==> config.mk <==
export PLATFORM = sky130hd
export DESIGN_NAME = owaf_ram
export DESIGN_NICKNAME = d
export VERILOG_FILES = /design/src/rtl/owaf_ram.sv
export SDC_FILE = /design/constraint.sdc
export NUM_CORES = 1
export LEC_CHECK = 0
export BUFFER_PORTS_ARGS = -buffer_cell sky130_fd_sc_hd__buf_2
export CORE_UTILIZATION = 30
export CTS_BUF_LIST = sky130_fd_sc_hd__clkbuf_2
export DETAILED_ROUTE_END_ITERATION = 8
export PLACE_DENSITY_LB_ADDON = 0.08
export SETUP_SLACK_MARGIN = 0.4
export SYNTH_ARGS = -nofsm -noshare
export SYNTH_HDL_FRONTEND = slang
export SYNTH_SLANG_ARGS = --single-unit
==> constraint.sdc <==
create_clock -name clk -period 2.75 [get_ports clk]
set_input_delay 0.275 -clock clk [delete_from_list [all_inputs] [get_ports clk]]
set_output_delay 0.275 -clock clk [all_outputs]
set_load 0.05 [all_outputs]
==> src/rtl/owaf_ram.sv <==
// generic single write port ram with registered read
module owaf_ram #(
  parameter int WIDTH = 8,
  parameter int DEPTH = 16
) (
  input  logic                     clk,
  input  logic                     we,
  input  logic [$clog2(DEPTH)-1:0] waddr,
  input  logic [WIDTH-1:0]         wdata,
  input  logic [$clog2(DEPTH)-1:0] raddr,
  output logic [WIDTH-1:0]         rdata
);

  logic [WIDTH-1:0] mem [DEPTH];

  always_ff @(posedge clk) begin
    if (we) begin
      mem[waddr] <= wdata;
    end
    rdata <= mem[raddr];
  end

endmodule

==> results_dict.tcl <==
set metrics [dict create \
    stdcell_count 526 \
    wl_per_cell_um 20.8 \
    drt-pass1-iter-count 5 \
    rr_worst_depth 3 \
    wl_met2_um 5350 \
    finalCriticalPeriod_ns 1.61 \
    areaGrowthSynthToFinish_pct 15.7 \
    clockRootBuffer "clkbuf_2" \
    holdCritPathClass "in2reg" \
    fin_crit_sh 0.585 \
    critPathKind "reg2out" \
    place_congestion 0.656 \
    status "finished clean" \
    min_to "mem[4][5]" \
    postCtsSetupBuffers 0 \
    critPathCaptureType "primary output" \
    fmax_mhz 621 \
    setup_viol 0 \
    vias 2402 \
    hold-path-cell-count 3 \
    grt_pass1_vias 2627 \
    clock_power_share 0.312 \
    vdd_drop_max_uv 209 \
    grt_pass1_wl_um 16600 \
    arrival_ns 1.33 \
    drt-met1-wl_um 5170 \
    clk_pin_slew_ns 0.19 \
    power.density_mw_per_mm2 634 \
    wl_um 11000 \
    p_seq_frac 0.616 \
    hpwl_um 7220 \
    worst-path-stages 1 \
    crit_path_start_kind "flop" \
    maxCapViolations 0 \
    nNetsFinal 311 \
    rsz0062_at_grt "false" \
    core.rowCount 47 \
    dp.cells 484 \
    worst_slack_ns 1.14 \
    viasPerCell 4.57 \
    synthesis.area_mm2 0.00515 \
    finalHoldViolCount 0 \
    pre_cts_ws_ns 0.730 \
    p_sw_frac 0.230 \
    synth_area_leaders "edfxtp_1, mux4_2, mux4_1, dfxtp_1, a22oi_1" \
    path_buf_inv 1 \
    syn_area_per_cell_um2 22.5 \
    critPathTopFamily "flip-flops" \
    critPathLaunch "rdata[5]" \
    power.switching_uw 869 \
    antenna_left 0 \
    grtUsageTotal 0.138 \
    cts_buffers 17 \
    skew_ns 0.0208 \
    yosys_register_bits 136 \
    drc 0 \
    drive_gt1_frac 0.294 \
    crit_path_max_fanout 1 \
    worstReg2RegStart "mem[1][0]" \
    p_leak_uw 0.00200 \
    htree_levels 4 \
    antenna_found_initial 0 \
    start_util 0.309 \
    tritoncts "built" \
    combPwrFrac 0.072 \
    regToRegEndpoint "rdata[0]" \
    grt_max_degree 26 \
    fin_setup_tns_ns 0 \
    syn-instance-count 229 \
    yosysWarnings 0 \
    antenna_cells 0 \
    clock_path_buffers 2 \
    wl_met3_um 290 \
    hold_start "waddr[1]" \
    dieArea_mm2 0.0177 \
    clk_latency_ns 0.68 \
    yosysTopAreaCellShare 0.747 \
    critPathRequiredTime_ns 2.48 \
    synth.yosys.seq_area_share 0.778 \
    grt-ovfl-total 0 \
    io_buffers 25 \
    crit_chain "buf_2" \
    slowest_delay_ns 0.39 \
    die_width_um 133 \
    rrSetupSlack_ns 1.34 \
    slowest_stage "dfxtp_1" \
    ys_types 19 \
    worst_pin_slew_ns 0.793 \
    numClockSinks 136 \
    core-area_mm2 0.0166 \
    synth_area_leader_cell "edfxtp_1" \
    final_max_slew_viol_count 0 \
    ioPinCount 26 \
    top_layer_used "met4" \
    max_slew_margin 0.469 \
    place_area_mm2 0.00562 \
    p_int_uw 2910 \
    drt_iter0_drc 120 \
    design_area_mm2 0.00596 \
    synth_fp_nets 247 \
    die_h_um 133 \
]
-- metrics by stage --
step / power (uW) / hold WS, ns / utilization
floorplan: 2540 / 0.374 / -
global placement: 2640 / 0.664 / 0.338
detailed placement: 2650 / 0.674 / 0.338
CTS: 3840 / 0.0674 / 0.358
global route: 3950 / 0.0828 / 0.358
finish: 3780 / 0.159 / 0.358
-- per-layer routing --
layer  vias up  global-route usage
li1       1101                   -
met1      1245               0.176
met2        45               0.221
met3        11              0.0360
met4         0              0.0594
met5         -                   0
-- synthesized netlist by cell type --
cell type        instances
a22oi_1                 16
and2_1                   1
and2b_1                  1
buf_2                    3
buf_4                    1
buf_6                    3
clkdlybuf4s25_2          3
dfxtp_1                  8
edfxtp_1               128
mux4_1                  14
mux4_2                  18
nand2_1                  9
nand2b_1                 2
nand3_1                  1
nand3b_1                 2
nor2_1                  13
nor2b_1                  1
nor3_1                   4
or3b_2                   1
-- power by group through the flow --
stage,clock network (uW),registers [uW],logic (uW)
floorplan,0,2420,118
global placement,0,2380,269
detailed placement,0,2370,272
CTS,1230,2330,282
global route,1320,2330,298
finish,1180,2330,273
-- placed cells by master (no fill, tap or decap), drive strengths merged, types with 3 or more instances in the layout --
cell type / n
clkinv: 10
dfxtp: 8
nor3: 4
mux4: 32
edfxtp: 128
nand2: 9
bufinv: 3
buf: 45
nor2: 13
a22oi: 16
clkbuf: 19
dlygate4sd3: 10
-- worst max-delay path by stage --
stage	endpoint	slack, ns
after CTS	rdata[5]	1.03
after detailed placement	rdata[0]	0.73
after global routing	rdata[5]	1.01
final	rdata[5]	1.14
after global placement	rdata[0]	0.70
after floorplan	mem[0][0]	0.98
-- kinds of logic (layout without fill, tap and decap cells) --
logic type,after synthesis,count (layout),share of synthesized area
AOI/OAI and AO/OA,16,16,0.0233
buffers and inverters,10,87,0.0168
DFF,136,136,0.778
muxes,32,32,0.150
and+or+nand+nor,35,35,0.0318
-- repair_timing --
item / in CTS / in global routing
endpoints found under the hold margin: 131 / 0
hold buffers: 10 / 0
gates resized for setup: 0 / 0
-- state kept, by name, indices dropped and copies added (netlist names) --
name / count
rdata: 8
mem: 128
-- final cells by class --
class / count / area [um^2]
Fill cell: 1575 / 10700
Sequential cell: 136 / 4000
Multi-Input combinational cell: 83 / 1060
Timing Repair Buffer: 55 / 388
Tap cell: 220 / 275
Clock inverter: 13 / 136
Clock buffer: 19 / 95.1
(Power assumes the default switching activity.)
